File: config.mk
export PLATFORM = sky130hd
export DESIGN_NAME = hysteresis_escalation_level_tracker
export DESIGN_NICKNAME = d
export VERILOG_FILES = /design/src/hdl/helt_pkg.sv /design/src/hdl/hysteresis_escalation_level_tracker.sv
export SDC_FILE = /design/constraint.sdc
export NUM_CORES = 1
export LEC_CHECK = 0
export BUFFER_PORTS_ARGS = -buffer_cell sky130_fd_sc_hd__buf_2
export CAP_MARGIN = 20
export CORE_MARGIN = 5
export CORE_UTILIZATION = 54
export CTS_BUF_LIST = sky130_fd_sc_hd__clkbuf_16
export DETAILED_ROUTE_END_ITERATION = 12
export PLACE_DENSITY = 0.85
export SKIP_LAST_GASP = 1
export SLEW_MARGIN = 20
export SYNTH_ARGS = -nofsm -noshare
export SYNTH_HDL_FRONTEND = slang
export SYNTH_SLANG_ARGS = --single-unit
export TNS_END_PERCENT = 50
File: constraint.sdc
create_clock -name clk -period 6.9 [get_ports clk]
set_input_delay 0.345 -clock clk [delete_from_list [all_inputs] [get_ports clk]]
set_output_delay 0.345 -clock clk [all_outputs]
set_load 0.05 [all_outputs]
File: src/hdl/helt_pkg.sv
// ----------------------------------------------------------------------------
// helt_pkg
// Shared types and constants of the escalation level tracker: register
// indexes, register reset values, score scaling and stream field layout.
// ----------------------------------------------------------------------------
`default_nettype none

package helt_pkg;

    // configuration register indexes
    localparam logic [2:0] REG_LEVEL_LIMIT    = 3'd0;
    localparam logic [2:0] REG_WAVE_UP        = 3'd1;
    localparam logic [2:0] REG_WAVE_DOWN      = 3'd2;
    localparam logic [2:0] REG_TAINT_UP       = 3'd3;
    localparam logic [2:0] REG_TAINT_DOWN     = 3'd4;
    localparam logic [2:0] REG_HOLD_RELOAD    = 3'd5;

    localparam int CFG_INDEX_W = 3;
    localparam int CFG_DATA_W  = 17;
    localparam int LIMIT_W     = 4;
    localparam int THR_W       = 17;
    localparam int HOLD_W      = 8;
    localparam int SCORE_W     = 18;

    // register reset values
    localparam logic [LIMIT_W-1:0] LIMIT_RST      = 4'd3;
    localparam logic [THR_W-1:0]   WAVE_UP_RST    = 17'd40632;
    localparam logic [THR_W-1:0]   WAVE_DOWN_RST  = 17'd18350;
    localparam logic [THR_W-1:0]   TAINT_UP_RST   = 17'd38012;
    localparam logic [THR_W-1:0]   TAINT_DOWN_RST = 17'd15729;
    localparam logic [HOLD_W-1:0]  HOLD_RST       = 8'd2;

    // 1.0 in q1.16
    localparam logic [THR_W-1:0] ONE_Q16 = 17'h10000;

    // item kinds
    localparam logic KIND_OBSERVE = 1'b0;
    localparam logic KIND_CLEAR   = 1'b1;

    // result field widths and stream data widths
    localparam int TOTAL_W  = 32;
    localparam int LEVEL_W  = 4;
    localparam int IN_DATA_W  = 40;
    localparam int OUT_DATA_W = 112;

    typedef struct packed {
        logic                      kind;
        logic signed [SCORE_W-1:0] taint_level;
        logic signed [SCORE_W-1:0] wave_level;
    } in_item_t;

    typedef struct packed {
        logic               over_limit;
        logic [TOTAL_W-1:0] lower_total;
        logic [TOTAL_W-1:0] raise_total;
        logic [LEVEL_W-1:0] level_peak;
        logic [LEVEL_W-1:0] level_now;
        logic [TOTAL_W-1:0] observe_total;
    } out_item_t;

endpackage

`default_nettype wire

File: src/hdl/hysteresis_escalation_level_tracker.sv
// ----------------------------------------------------------------------------
// hysteresis_escalation_level_tracker
// Tracks an escalation level with hysteresis from two clamped scores.
//
// Input stream s_*: one item is either an observation of two signed q2.16
// scores or a clear (s_tuser high). Output stream m_*: exactly one result
// item per input item, in order, carrying counters, current and peak level
// and the over-limit flag.
// Path: an accepted item is held in the input register, evaluated against
// the tracker state, and its result is registered in the result register
// once that register is free; m_tvalid is the result register's valid flag.
// Throughput: one item per cycle while results are taken; the level, hold
// and counter update is a single pass of compares and increments between
// the input register and the result register.
// Stall: when m_tready is low the result register holds, the input register
// fills, and s_tready drops until the result is taken.
// Reset: asynchronous, active low; clears all tracker state and both stages,
// and loads the configuration registers with their default values.
// Configuration writes are taken at any cycle and must only be issued while
// no items are in flight.
// ----------------------------------------------------------------------------
`default_nettype none

module hysteresis_escalation_level_tracker
    import helt_pkg::*;
#(
    parameter int COUNT_BITS = 32,
    parameter int LEVEL_BITS = 4
)
(
    input  wire logic                   clk,
    input  wire logic                   rst_n,
    // wave_level[17:0], taint_level[35:18], zero fill
    input  wire logic [IN_DATA_W-1:0]   s_tdata,
    // kind
    input  wire logic                   s_tuser,
    input  wire logic                   s_tvalid,
    output      logic                   s_tready,
    // observe_total[31:0], level_now[35:32], level_peak[39:36],
    // raise_total[71:40], lower_total[103:72], over_limit[104], zero fill
    output      logic [OUT_DATA_W-1:0]  m_tdata,
    output      logic                   m_tvalid,
    input  wire logic                   m_tready,
    input  wire logic                   cfg_wr_en,
    input  wire logic [CFG_INDEX_W-1:0] cfg_index,
    input  wire logic [CFG_DATA_W-1:0]  cfg_wr_data
);

    localparam int CW = (COUNT_BITS > TOTAL_W) ? COUNT_BITS : TOTAL_W;
    localparam int LW = (LEVEL_BITS > LEVEL_W) ? LEVEL_BITS : LEVEL_W;
    localparam logic [LW-1:0] LEVEL_MAX = LW'((1 << LEVEL_BITS) - 1);

    // configuration
    logic [LIMIT_W-1:0] limit_reg;
    logic [THR_W-1:0]   wave_up_reg;
    logic [THR_W-1:0]   wave_down_reg;
    logic [THR_W-1:0]   taint_up_reg;
    logic [THR_W-1:0]   taint_down_reg;
    logic [HOLD_W-1:0]  hold_reload_reg;

    // pipeline
    logic     in_valid_reg;
    in_item_t in_item_reg;
    logic     out_valid_reg;
    out_item_t out_item_reg;
    out_item_t out_item_next;

    // tracker state
    logic [COUNT_BITS-1:0] observe_reg, observe_next;
    logic [COUNT_BITS-1:0] raise_reg, raise_next;
    logic [COUNT_BITS-1:0] lower_reg, lower_next;
    logic [LEVEL_BITS-1:0] level_reg, level_next;
    logic [LEVEL_BITS-1:0] peak_reg, peak_next;
    logic [HOLD_W-1:0]     hold_reg, hold_next;
    logic                  over_next;

    logic advance;
    logic step;

    logic [THR_W-1:0]      wave_q, taint_q;
    logic [THR_W-1:0]      wu, wd, tu, td;
    logic [LW-1:0]         lim_wide;
    logic [LEVEL_BITS-1:0] lim;
    logic                  up, down;

    logic [CW-1:0] observe_w, raise_w, lower_w;
    logic [LW-1:0] level_w, peak_w;

    assign advance  = !out_valid_reg || m_tready;
    assign step     = in_valid_reg && advance;
    assign s_tready = !in_valid_reg || advance;
    assign m_tvalid = out_valid_reg;
    assign m_tdata  = OUT_DATA_W'(out_item_reg);

    function automatic logic [THR_W-1:0] score_clamp(input logic [SCORE_W-1:0] raw);
        logic [THR_W-1:0] v;
        v = raw[THR_W-1:0];
        if (raw[SCORE_W-1])
            return '0;
        else if (v > ONE_Q16)
            return ONE_Q16;
        else
            return v;
    endfunction

    function automatic logic [THR_W-1:0] thr_clamp(input logic [THR_W-1:0] t);
        return (t > ONE_Q16) ? ONE_Q16 : t;
    endfunction

    always_ff @(posedge clk or negedge rst_n)
    begin
        if (!rst_n)
        begin
            limit_reg       <= LIMIT_RST;
            wave_up_reg     <= WAVE_UP_RST;
            wave_down_reg   <= WAVE_DOWN_RST;
            taint_up_reg    <= TAINT_UP_RST;
            taint_down_reg  <= TAINT_DOWN_RST;
            hold_reload_reg <= HOLD_RST;
        end
        else if (cfg_wr_en)
        begin
            unique case (cfg_index)
                REG_LEVEL_LIMIT: limit_reg       <= cfg_wr_data[LIMIT_W-1:0];
                REG_WAVE_UP:     wave_up_reg     <= cfg_wr_data[THR_W-1:0];
                REG_WAVE_DOWN:   wave_down_reg   <= cfg_wr_data[THR_W-1:0];
                REG_TAINT_UP:    taint_up_reg    <= cfg_wr_data[THR_W-1:0];
                REG_TAINT_DOWN:  taint_down_reg  <= cfg_wr_data[THR_W-1:0];
                REG_HOLD_RELOAD: hold_reload_reg <= cfg_wr_data[HOLD_W-1:0];
                default:
                begin
                end
            endcase
        end
    end

    always_comb
    begin
        wave_q = score_clamp(in_item_reg.wave_level);
        taint_q = score_clamp(in_item_reg.taint_level);
        wu = thr_clamp(wave_up_reg);
        tu = thr_clamp(taint_up_reg);
        wd = thr_clamp(wave_down_reg);
        td = thr_clamp(taint_down_reg);
        if (wd > wu)
            wd = wu;
        if (td > tu)
            td = tu;

        // limit saturates at the widest level
        lim_wide = (LW'(limit_reg) > LEVEL_MAX) ? LEVEL_MAX : LW'(limit_reg);
        lim      = lim_wide[LEVEL_BITS-1:0];

        up   = (wave_q >= wu) || (taint_q >= tu);
        down = (wave_q <= wd) && (taint_q <= td);

        observe_next = observe_reg;
        raise_next   = raise_reg;
        lower_next   = lower_reg;
        level_next   = level_reg;
        peak_next    = peak_reg;
        hold_next    = hold_reg;
        over_next    = 1'b0;

        if (in_item_reg.kind == KIND_CLEAR)
        begin
            observe_next = '0;
            raise_next   = '0;
            lower_next   = '0;
            level_next   = '0;
            peak_next    = '0;
            hold_next    = '0;
        end
        else
        begin
            observe_next = observe_reg + COUNT_BITS'(1);
            if (lim == '0)
            begin
                level_next = '0;
                hold_next  = '0;
            end
            else
            begin
                // a running hold blocks de-escalation
                if (hold_reg != '0)
                begin
                    hold_next = hold_reg - HOLD_W'(1);
                    down      = 1'b0;
                end
                if (up)
                begin
                    if (level_reg < lim)
                    begin
                        level_next = level_reg + LEVEL_BITS'(1);
                        raise_next = raise_reg + COUNT_BITS'(1);
                        hold_next  = hold_reload_reg;
                        if (level_next > peak_reg)
                            peak_next = level_next;
                    end
                    else
                    begin
                        over_next = 1'b1;
                    end
                end
                else if (down && level_reg != '0)
                begin
                    level_next = level_reg - LEVEL_BITS'(1);
                    lower_next = lower_reg + COUNT_BITS'(1);
                end
            end
        end

        observe_w = CW'(observe_next);
        raise_w   = CW'(raise_next);
        lower_w   = CW'(lower_next);
        level_w   = LW'(level_next);
        peak_w    = LW'(peak_next);

        out_item_next.observe_total = observe_w[TOTAL_W-1:0];
        out_item_next.level_now     = level_w[LEVEL_W-1:0];
        out_item_next.level_peak    = peak_w[LEVEL_W-1:0];
        out_item_next.raise_total   = raise_w[TOTAL_W-1:0];
        out_item_next.lower_total   = lower_w[TOTAL_W-1:0];
        out_item_next.over_limit    = over_next;
    end

    always_ff @(posedge clk or negedge rst_n)
    begin
        if (!rst_n)
        begin
            in_valid_reg  <= 1'b0;
            out_valid_reg <= 1'b0;
            observe_reg   <= '0;
            raise_reg     <= '0;
            lower_reg     <= '0;
            level_reg     <= '0;
            peak_reg      <= '0;
            hold_reg      <= '0;
        end
        else
        begin
            if (s_tready)
                in_valid_reg <= s_tvalid;
            if (advance)
                out_valid_reg <= in_valid_reg;
            if (step)
            begin
                observe_reg <= observe_next;
                raise_reg   <= raise_next;
                lower_reg   <= lower_next;
                level_reg   <= level_next;
                peak_reg    <= peak_next;
                hold_reg    <= hold_next;
            end
        end
    end

    always_ff @(posedge clk)
    begin
        if (s_tready && s_tvalid)
        begin
            in_item_reg.wave_level  <= s_tdata[SCORE_W-1:0];
            in_item_reg.taint_level <= s_tdata[2*SCORE_W-1:SCORE_W];
            in_item_reg.kind        <= s_tuser;
        end
        if (step)
            out_item_reg <= out_item_next;
    end

    // the peak never falls below the current level
    assert property (@(posedge clk) disable iff (!rst_n) peak_reg >= level_reg)
        else $error("peak below current level");

    // an over-limit result always reports a non-zero level
    assert property (@(posedge clk) disable iff (!rst_n)
        (m_tvalid && out_item_reg.over_limit) |-> (out_item_reg.level_now != '0 ||
            LEVEL_BITS > LEVEL_W))
        else $error("over limit with level zero");

    // a clear item empties the tracker state
    assert property (@(posedge clk) disable iff (!rst_n)
        (step && in_item_reg.kind == KIND_CLEAR) |=>
            (level_reg == '0 && peak_reg == '0 && observe_reg == '0 && hold_reg == '0))
        else $error("state not cleared");

    // state only moves when an item is evaluated
    assert property (@(posedge clk) disable iff (!rst_n)
        !step |=> ($stable(observe_reg) && $stable(level_reg) && $stable(raise_reg)))
        else $error("state changed without an item");

    // a result is produced only from a held input item
    assert property (@(posedge clk) disable iff (!rst_n)
        (advance && !in_valid_reg) |=> !m_tvalid)
        else $error("result without an item");

endmodule

`default_nettype wire

==> results of run 1 <==
final cells by class:
class                           count  area, um2  share of cell area, %
Multi-Input combinational cell   1376       9340                   42.4
Clock inverter                     29        215                  0.977
Tap cell                          455        569                   2.58
Inverter                           61        234                   1.06
Antenna cell                        1       2.50                 0.0114
Sequential cell                   336       9170                   41.6
Timing Repair Buffer              237       1480                   6.70
Clock buffer                       41       1030                   4.66
Yosys cell counts, drive strengths merged, types with 3 or more instances:
master / number
a211o: 6
a211oi: 3
a21o: 20
a21oi: 52
a221o: 13
a221oi: 5
a22o: 3
a41o: 3
and2: 39
and3: 28
and4: 11
buf: 16
clkbuf: 73
dfrtp: 156
dfstp: 38
edfxtp: 142
ha: 116
inv: 59
mux2: 108
mux2i: 55
nand2: 263
nand2b: 12
nand3: 49
nand3b: 4
nand4: 31
nor2: 176
nor2b: 22
nor3: 48
nor3b: 8
nor4: 38
nor4b: 3
nor4bb: 3
o211ai: 4
o21a: 5
o21ai: 85
o22ai: 8
o311ai: 5
o31ai: 4
or2: 4
or3: 14
or4: 11
xnor2: 47
xor2: 41
kinds of logic (layout without fill, tap and decap cells):
family / count (synthesis) / after routing
AOI/OAI and AO/OA: 237 / 237
xor gates and xnor gates: 88 / 88
adders and majority gates: 116 / 116
buffers and inverters: 150 / 368
DFF: 336 / 336
muxes: 163 / 163
other: 1 / 8
and+or+nand+nor: 765 / 765
stage by stage:
step / cells / hold WS [ns] / TNS (ns) / worst slack, ns / utilization, %
after floorplan: 1862 / 0.0494 / 0 / 0.439 / -
after global placement: 2427 / 0.487 / 0 / 0.416 / 58.8
after detailed placement: 2427 / 0.498 / 0 / 0.190 / 58.8
after CTS: 2534 / 0.00241 / 0 / 0.138 / 63.4
after global routing: 2536 / 0.00783 / -0.0650 / -0.0334 / 63.6
final: 2536 / 0.0179 / 0 / 0.212 / 63.6
critical path, stage by stage, from the launching register on:
cell and delay (ns):
dfrtp_1 0.39, nor4_1 0.42, nand4_1 0.15, nand2_1 0.32, nand2_1 0.14, inv_1 0.07
ha_1 0.23, nor2b_1 0.14, o21a_1 0.17, o21a_1 0.16, o21a_1 0.16, o21a_1 0.17
o211ai_1 0.16, a21oi_1 0.10, o21ai_1 0.23, buf_12 0.19, mux2_2 0.36, ha_1 0.32
a21oi_1 0.18, o21ai_0 0.13, a221oi_1 0.37, a41oi_1 0.21, a221oi_4 0.42, buf_4 0.19
nand3_2 0.08, or4_4 0.55, or4_1 0.48, o211ai_1 0.10
final timing paths:
kind / slack, ns / end / start / cells past startpoint
setup / recovery: 0.21 / lower_reg[25] / taint_down_reg[1] / 27
hold / removal: 0.02 / in_item_reg[0] / s_tdata[0] / 1
hold reg to reg: 0.51 / hold_reload_reg[3] / hold_reload_reg[3] / 1
max in group asynchronous: 4.82 / wave_down_reg[13] / rst_n / 3
min in group asynchronous: 0.50 / observe_reg[7] / rst_n / 2
setup reg to reg: 0.21 / lower_reg[25] / taint_down_reg[1] / 27
layout by cell type, fill, tap and decap left out, drive strengths merged, types with 31 or more instances in the layout:
cell / n
mux2i: 55
dfrtp: 156
buf: 199
xnor2: 47
nor4: 38
ha: 116
nor2: 176
edfxtp: 142
nand3: 49
a21oi: 52
and2: 39
xor2: 41
dlygate4sd3: 37
dfstp: 38
inv: 68
nand4: 31
clkbuf: 42
mux2: 108
nor3: 48
o21ai: 85
nand2: 263
routing by layer:
metal / up-vias / share of wire [%]
met1: 7178 / 39
met3: 123 / 6.6
met5: - / 0.055
li1: 7016 / -
met2: 516 / 50
met4: 4 / 4.0
power by group:
group | internal [uW] | leakage, uW | switching, uW
Sequential | 2430 | 0.00385 | 266
Clock | 1160 | 0.000636 | 832
Combinational | 942 | 0.00511 | 1390
repair_timing:
item,4_1_cts,5_1_grt
hold buffers,37,0
resized for setup,0,10
hold endpoints to repair,78,0
setup endpoints to repair,0,52
==> run summary, run 1 <==
Cell Rows - 68
first-pass GRT wire length - 74600 um
routed length per instance - 18.1 um
Max-Slew Margin vs Limit - 24.6%
Post-CTS Setup Bufs - 0
die width - 197 um
Yosys Warn Count - 0
largest net degree at the start of global routing - 114
pwr dens - 318 nW/um2
final worst-path cycle share - 96.9%
Final Wtd Congestion - 0.844
share of post-route cells with drive strength above 1 - 20.8%
number of remaining DRC errors - 0
synth top area cells - edfxtp_1, dfrtp_1, ha_1
critical path type - reg -> reg
vias in the first global route - 15000
nets - 2232
Mapped Area - 19000 um2
leakage - 0.00960 uW
Req. time, crit path - 7.36 ns
status - finished clean
CP Capture Type - register
critical path peak fanout - 16
synth-to-layout area growth - 16.1%
IO buf count - 168
Post-Synth Adder-Cell Area - 7.65%
maximum clock frequency - 150 MHz
Post-DRT Antenna Nets - 0
die area - 39000 um2
syn_area_per_cell - 10.2 um2
sequential area share after synthesis - 48.3%
DRC marker count from the first detailed-route iteration - 1112
simple-gate share of the synthesized area - 19.4%
post-synth top area cell - edfxtp_1
final instance area - 22000 um2
met1 global-route usage - 28.4%
max FFs per register - 105
Synth Instances - 1856
Post-synth EDFFs - 142
CTS tree - yes
number of vias in the routed layout - 14800
MaxCap Viol Count - 0
Hold Path Class - in -> reg
top-area cell type share of the netlist area - 22.5%
GR Util met2 - 40.6%
Distinct cells, synth - 69
chip height - 197 um
core area - 34600 um2
Filler cells - 2583
GR Util All Layers - 23.1%
VDD IR max - 0.287 mV
Setup-failing EPs final - 0
Root Driver - clkbuf_16
Initial Util - 54.8%
Pins Over Slew Limit - 0
main combinational cell family by area after synthesis - simple AND/OR/NAND/NOR gates
fraction of synthesis flops using an asynchronous set or reset pin - 57.7%
crit start category - register
ys flop type - dfrtp_1
multiplexer share of the synthesized area - 9.31%
dpl cell area - 20400 um2
clock transition at the registers of the reported paths - 0.06 ns
Synth Register Bits - 336
drt total wl - 45900 um
vias per std cell - 5.85
H-tree depth - 2
CTS Buffer Depth - 3
Ports - 180
initial antenna violation count - 3
GR Layer Usage met3 - 3.77%
XOR/XNOR Fraction of Synth Area - 4.06%
Worst Tran Pin Value - 1.13 ns
busiest grt layer - met2
skew final - 0.0187 ns
fin crit period - 6.69 ns
Critical Path AT - 7.15 ns
clk sinks - 336
Synth Area in Compound Gates - 8.08%
total power - 7010 uW
TritonCTS buffer count - 38
worst skew pair latency - 0.55 ns
Pre-antenna DRT Iters - 6
GRT overflow - 0
HPWL Detailed - 31200 um
final hold vios - 0
Power figures use the tool's default switching activity.
==> run 2: changes to the inputs <==
Settings changed: CORE_UTILIZATION 54 to 55, PLACE_DENSITY 0.85 to 0.83.
Clock period 6.9 ns to 7.78 ns, I/O delays scaled along.
==> run 2 against run 1 <==
The flow now finishes with violations (hold timing). Hold slack lost 0.041 ns. Routed wire length is 5.9% lower. Combinational power down 15%. Count of clock-buffer cells in the layout did not move. Power shrank 12%. Global-route usage decreased by 1.1 points. First-iteration DRC count fell by 13%. Maximum frequency down 7.5%. Design area down 2.2%. Sequential share of layout area is 0.96 points higher. Non-clock buffer count is 52 lower. Setup slack better by 0.34 ns. Largest cell class unchanged.
==> run summary, run 2 (synthesis results as in run 1) <==
Pre-antenna DRT Iters - 5
Pins Over Slew Limit - 0
Ports - 180
DRC marker count from the first detailed-route iteration - 969
CTS tree - yes
Worst Tran Pin Value - 1.12 ns
total negative setup slack - 0 ns
share of post-route cells with drive strength above 1 - 20.1%
final worst-path cycle share - 93.0%
nets - 2180
Max-Slew Margin vs Limit - 25.1%
Largest stage delay, worst path - 0.47 ns
initial antenna violation count - 3
H-tree depth - 2
pwr dens - 288 nW/um2
reg2reg end - m_tdata[83]
Reg2Reg Depth - 26
Finished Core Util - 62.8%
VDD IR max - 0.220 mV
Filler cells - 2649
number of vias in the routed layout - 14400
Root Driver - clkbuf_16
# hold bufs at CTS - 0
critical path type - reg -> reg
synth-to-layout area growth - 13.5%
RSZ-0062 raised after global routing - no
Final Non-Filler Cells - 2483
MaxCap Viol Count - 0
Initial Util - 55.3%
worst skew pair latency - 0.53 ns
die area - 38300 um2
Logic pwr share - 32.0%
HPWL Detailed - 30000 um
vias per std cell - 5.81
Req. time, crit path - 8.02 ns
routed length per instance - 17.4 um
Setup-failing EPs final - 0
fin crit period - 7.23 ns
status - complete, but fails checks
Sw Share - 34.5%
vias in the first global route - 14300
first-pass GRT wire length - 70900 um
internal reg-to-reg setup slack - 0.55 ns
Internal Power - 4060 uW
leakage - 0.00938 uW
Hold Path Class - in -> async
Switch Pwr - 2140 uW
chip height - 196 um
failing checks - hold timing
IO buf count - 168
crit start category - register
CTS Buffer Depth - 3
TritonCTS buffer count - 38
post-CTS sizing - 0
clk sinks - 336
RR Startpoint - wave_down_reg[0]
largest net degree at the start of global routing - 128
critical path peak fanout - 16
most common cell after layout, fill and taps aside - nand2_1
Post-DRT Antenna Nets - 0
Post-CTS Setup Bufs - 0
CP Capture Type - register
cell mode on critical path - buf_4
clock transition at the registers of the reported paths - 0.06 ns
Cells after DPL - 2412
max FFs per register - 105
hold_ws - -0.0234 ns
final hold vios - 18
number of remaining DRC errors - 0
Final Wtd Congestion - 0.869
GR Util All Layers - 22.0%
Cell Rows - 68
Flop pwr share - 38.5%
GRT overflow - 0
skew final - 0.0172 ns
maximum clock frequency - 138 MHz
Critical Path AT - 7.47 ns
drt total wl - 43200 um
core area - 34300 um2
clock power share - 29.5%
most frequent cells in the layout - nand2_1, nor2_1, buf_2
total power - 6200 uW
die width - 196 um
Crit-path slowest cell - nor4_1
==> run 2: worst max path at each step <==
stage | start | endpoint | slack (ns) | cells past startpoint
4_1_cts | taint_down_reg[3] | m_tdata[83] | 0.58 | 26
6_report | wave_down_reg[0] | m_tdata[83] | 0.55 | 26
3_3_place_gp | taint_down_reg[1] | m_tdata[80] | 0.79 | 27
3_5_place_dp | taint_down_reg[3] | m_tdata[83] | 0.65 | 27
5_1_grt | taint_down_reg[1] | lower_reg[11] | 0.14 | 27
2_1_floorplan | wave_down_reg[0] | lower_reg[25] | 1.32 | 25
==> run 2: power by group through the flow <==
stage	clock network (uW)	logic [uW]	registers, uW
final	1830	1980	2390
after global routing	1950	2200	2420
after CTS	1870	1970	2380
after detailed placement	0	1960	2410
after global placement	0	1870	2390
after floorplan	0	1320	2530
==> run 2: critical path, delay by kind of cell (launching register included) <==
kind / cells / cell delay, ns
buf+inv: 4 / 0.88
flops: 1 / 0.40
simple gates: 9 / 2.25
mux: 1 / 0.36
compound gates: 9 / 2.32
xor+xnor: 1 / 0.18
fa+ha+maj: 2 / 0.54
==> run 2: layer usage <==
| metal | share of wire (%) | track usage [%] |
|---|---|---|
| met1 | 41 | 28.2 |
| met3 | 6.2 | 3.73 |
| met5 | 0.053 | 0 |
| met4 | 2.7 | 6.44 |
| met2 | 50 | 38.7 |
==> run 2: layout make-up <==
class                   instances  area, um2  share of cell area [%]
inverters                      61        234                    1.09
diodes                          1       2.50                  0.0116
clock buffers                  41       1030                    4.76
repair buffers                185        982                    4.56
multi-input cells            1376       9290                    43.1
well taps                     455        569                    2.64
clock inverters                28        265                    1.23
flip-flops and latches        336       9170                    42.6
==> run 2: metrics by stage <==
stage               area [um2]  setup slack (ns)
floorplan                19000              1.32
global placement         20200             0.789
detailed placement       20200             0.648
CTS                      21500             0.584
global route             21500             0.137
finish                   21500             0.548
==> run 3: changes to the inputs <==
Settings changed: CORE_UTILIZATION 55 to 50, PLACE_DENSITY 0.83 to 0.77.
==> run 3 against run 2 <==
The flow now finishes without violations. Sequential share of layout area is 0.60 points lower. First-iteration DRC count is 3.0% lower. Maximum frequency is 0.29% higher. Clock skew hardly changed. Count of clock-buffer cells in the layout stayed put. Critical path depth is 1 higher. Design area is 1.4% higher. Final cell count is 3.7% higher. Clock power is 7% lower. Die area is 9.5% higher. Non-clock buffer count is 31 higher. Largest cell class unchanged.
==> run summary, run 3 (synthesis results as in run 1) <==
Sw Share - 35.8%
dpl cell area - 20300 um2
H-tree depth - 2
Cells after DPL - 2467
CTS Buffer Depth - 3
skew final - 0.0175 ns
CP Capture Type - register
share of post-route cells with drive strength above 1 - 19.7%
vias in the first global route - 14400
HPWL Detailed - 30700 um
vias per std cell - 5.61
largest net degree at the start of global routing - 199
status - finished clean
Critical Path AT - 7.48 ns
pwr dens - 279 nW/um2
number of vias in the routed layout - 14400
maximum clock frequency - 139 MHz
internal reg-to-reg setup slack - 0.57 ns
VDD IR max - 0.246 mV
routed length per instance - 17.2 um
DRC marker count from the first detailed-route iteration - 940
Switch Pwr - 2180 uW
fin crit period - 7.21 ns
CP top delay family - compound AO/OA/AOI/OAI gates
core area - 37600 um2
number of remaining DRC errors - 0
first-pass GRT wire length - 72300 um
Post-DRT Antenna Nets - 0
Req. time, crit path - 8.05 ns
MaxCap Viol Count - 0
most frequent cells in the layout - nand2_1, nor2_1, buf_2
critical path peak fanout - 22
Post-CTS Setup Bufs - 0
clock transition at the registers of the reported paths - 0.06 ns
Finished Core Util - 58.1%
final worst-path cycle share - 92.7%
Flop pwr share - 39.2%
critical path type - reg -> reg
nets - 2212
Max-Slew Margin vs Limit - 32.5%
CTS tree - yes
worst skew pair latency - 0.56 ns
Logic pwr share - 32.8%
Internal Power - 3910 uW
Hold Path Class - in -> reg
Pins Over Slew Limit - 0
GR Util All Layers - 20.9%
cell mode on critical path - o21a_1
most common cell after layout, fill and taps aside - nand2_1
Final Non-Filler Cells - 2576
Final Wtd Congestion - 0.853
initial antenna violation count - 5
drt total wl - 44300 um
GRT overflow - 0
crit start category - register
IO buf count - 168
die area - 41900 um2
Crit-path slowest cell - or4_1
synth-to-layout area growth - 15.1%
Cell Rows - 71
RSZ-0062 raised after global routing - no
Worst Tran Pin Value - 1.01 ns
Root Driver - clkbuf_16
Largest stage delay, worst path - 0.60 ns
max FFs per register - 105
Initial Util - 50.5%
Setup-failing EPs final - 0
Ports - 180
clock power share - 28.0%
final instance area - 21800 um2
Buf/Inv on CP - 3
total negative setup slack - 0 ns
leakage - 0.00948 uW
Pre-antenna DRT Iters - 6
chip height - 205 um
final hold vios - 0
clk sinks - 336
die width - 205 um
TritonCTS buffer count - 39
==> run 3: metrics by stage <==
step,worst slack (ns),hold slack (ns),total power (uW)
detailed placement,0.625,0.406,4370
global placement,0.863,0.400,4270
global route,0.144,0.00512,6450
CTS,0.480,0.000558,6110
floorplan,1.32,0.0934,3850
finish,0.568,0.0210,6090
==> run 3: per-layer routing <==
metal	vias up	share of wire, %	GRT usage (%)
li1	6991	-	-
met2	367	49	35.6
met3	105	5.4	4.23
met5	-	0.050	0
met4	4	3.6	8.23
met1	6980	42	26.3
==> run 3: worst paths after layout <==
path | startpoint | endpoint | cells past startpoint
min in group asynchronous | rst_n | observe_reg[8] | 2
setup / recovery | taint_down_reg[1] | m_tdata[91] | 27
hold / removal | s_tdata[15] | in_item_reg[15] | 1
max in group asynchronous | rst_n | lower_reg[30] | 3
setup reg to reg | taint_down_reg[1] | m_tdata[91] | 27
hold reg to reg | hold_reload_reg[5] | hold_reload_reg[5] | 1
==> run 3: power by group through the flow <==
| stage | clock (uW) | combinational [uW] | sequential, uW |
|---|---|---|---|
| 3_5_place_dp | 0 | 1960 | 2410 |
| 2_1_floorplan | 0 | 1320 | 2530 |
| 4_1_cts | 1740 | 1990 | 2380 |
| 6_report | 1700 | 2000 | 2390 |
| 3_3_place_gp | 0 | 1870 | 2390 |
| 5_1_grt | 1810 | 2220 | 2420 |
==> run 3: area by class of cell <==
type | count | area (um2)
Antenna cell | 5 | 12.5
Clock buffer | 41 | 1030
Clock inverter | 30 | 163
Fill cell | 3130 | 15700
Inverter | 61 | 234
Multi-Input combinational cell | 1376 | 9300
Sequential cell | 336 | 9170
Tap cell | 511 | 639
Timing Repair Buffer | 216 | 1310
==> run 3: what timing repair did <==
action	in CTS	in global routing
gates resized for setup	0	1
endpoints found under the setup margin	0	5
hold buffers	31	0
endpoints found under the hold margin	85	0
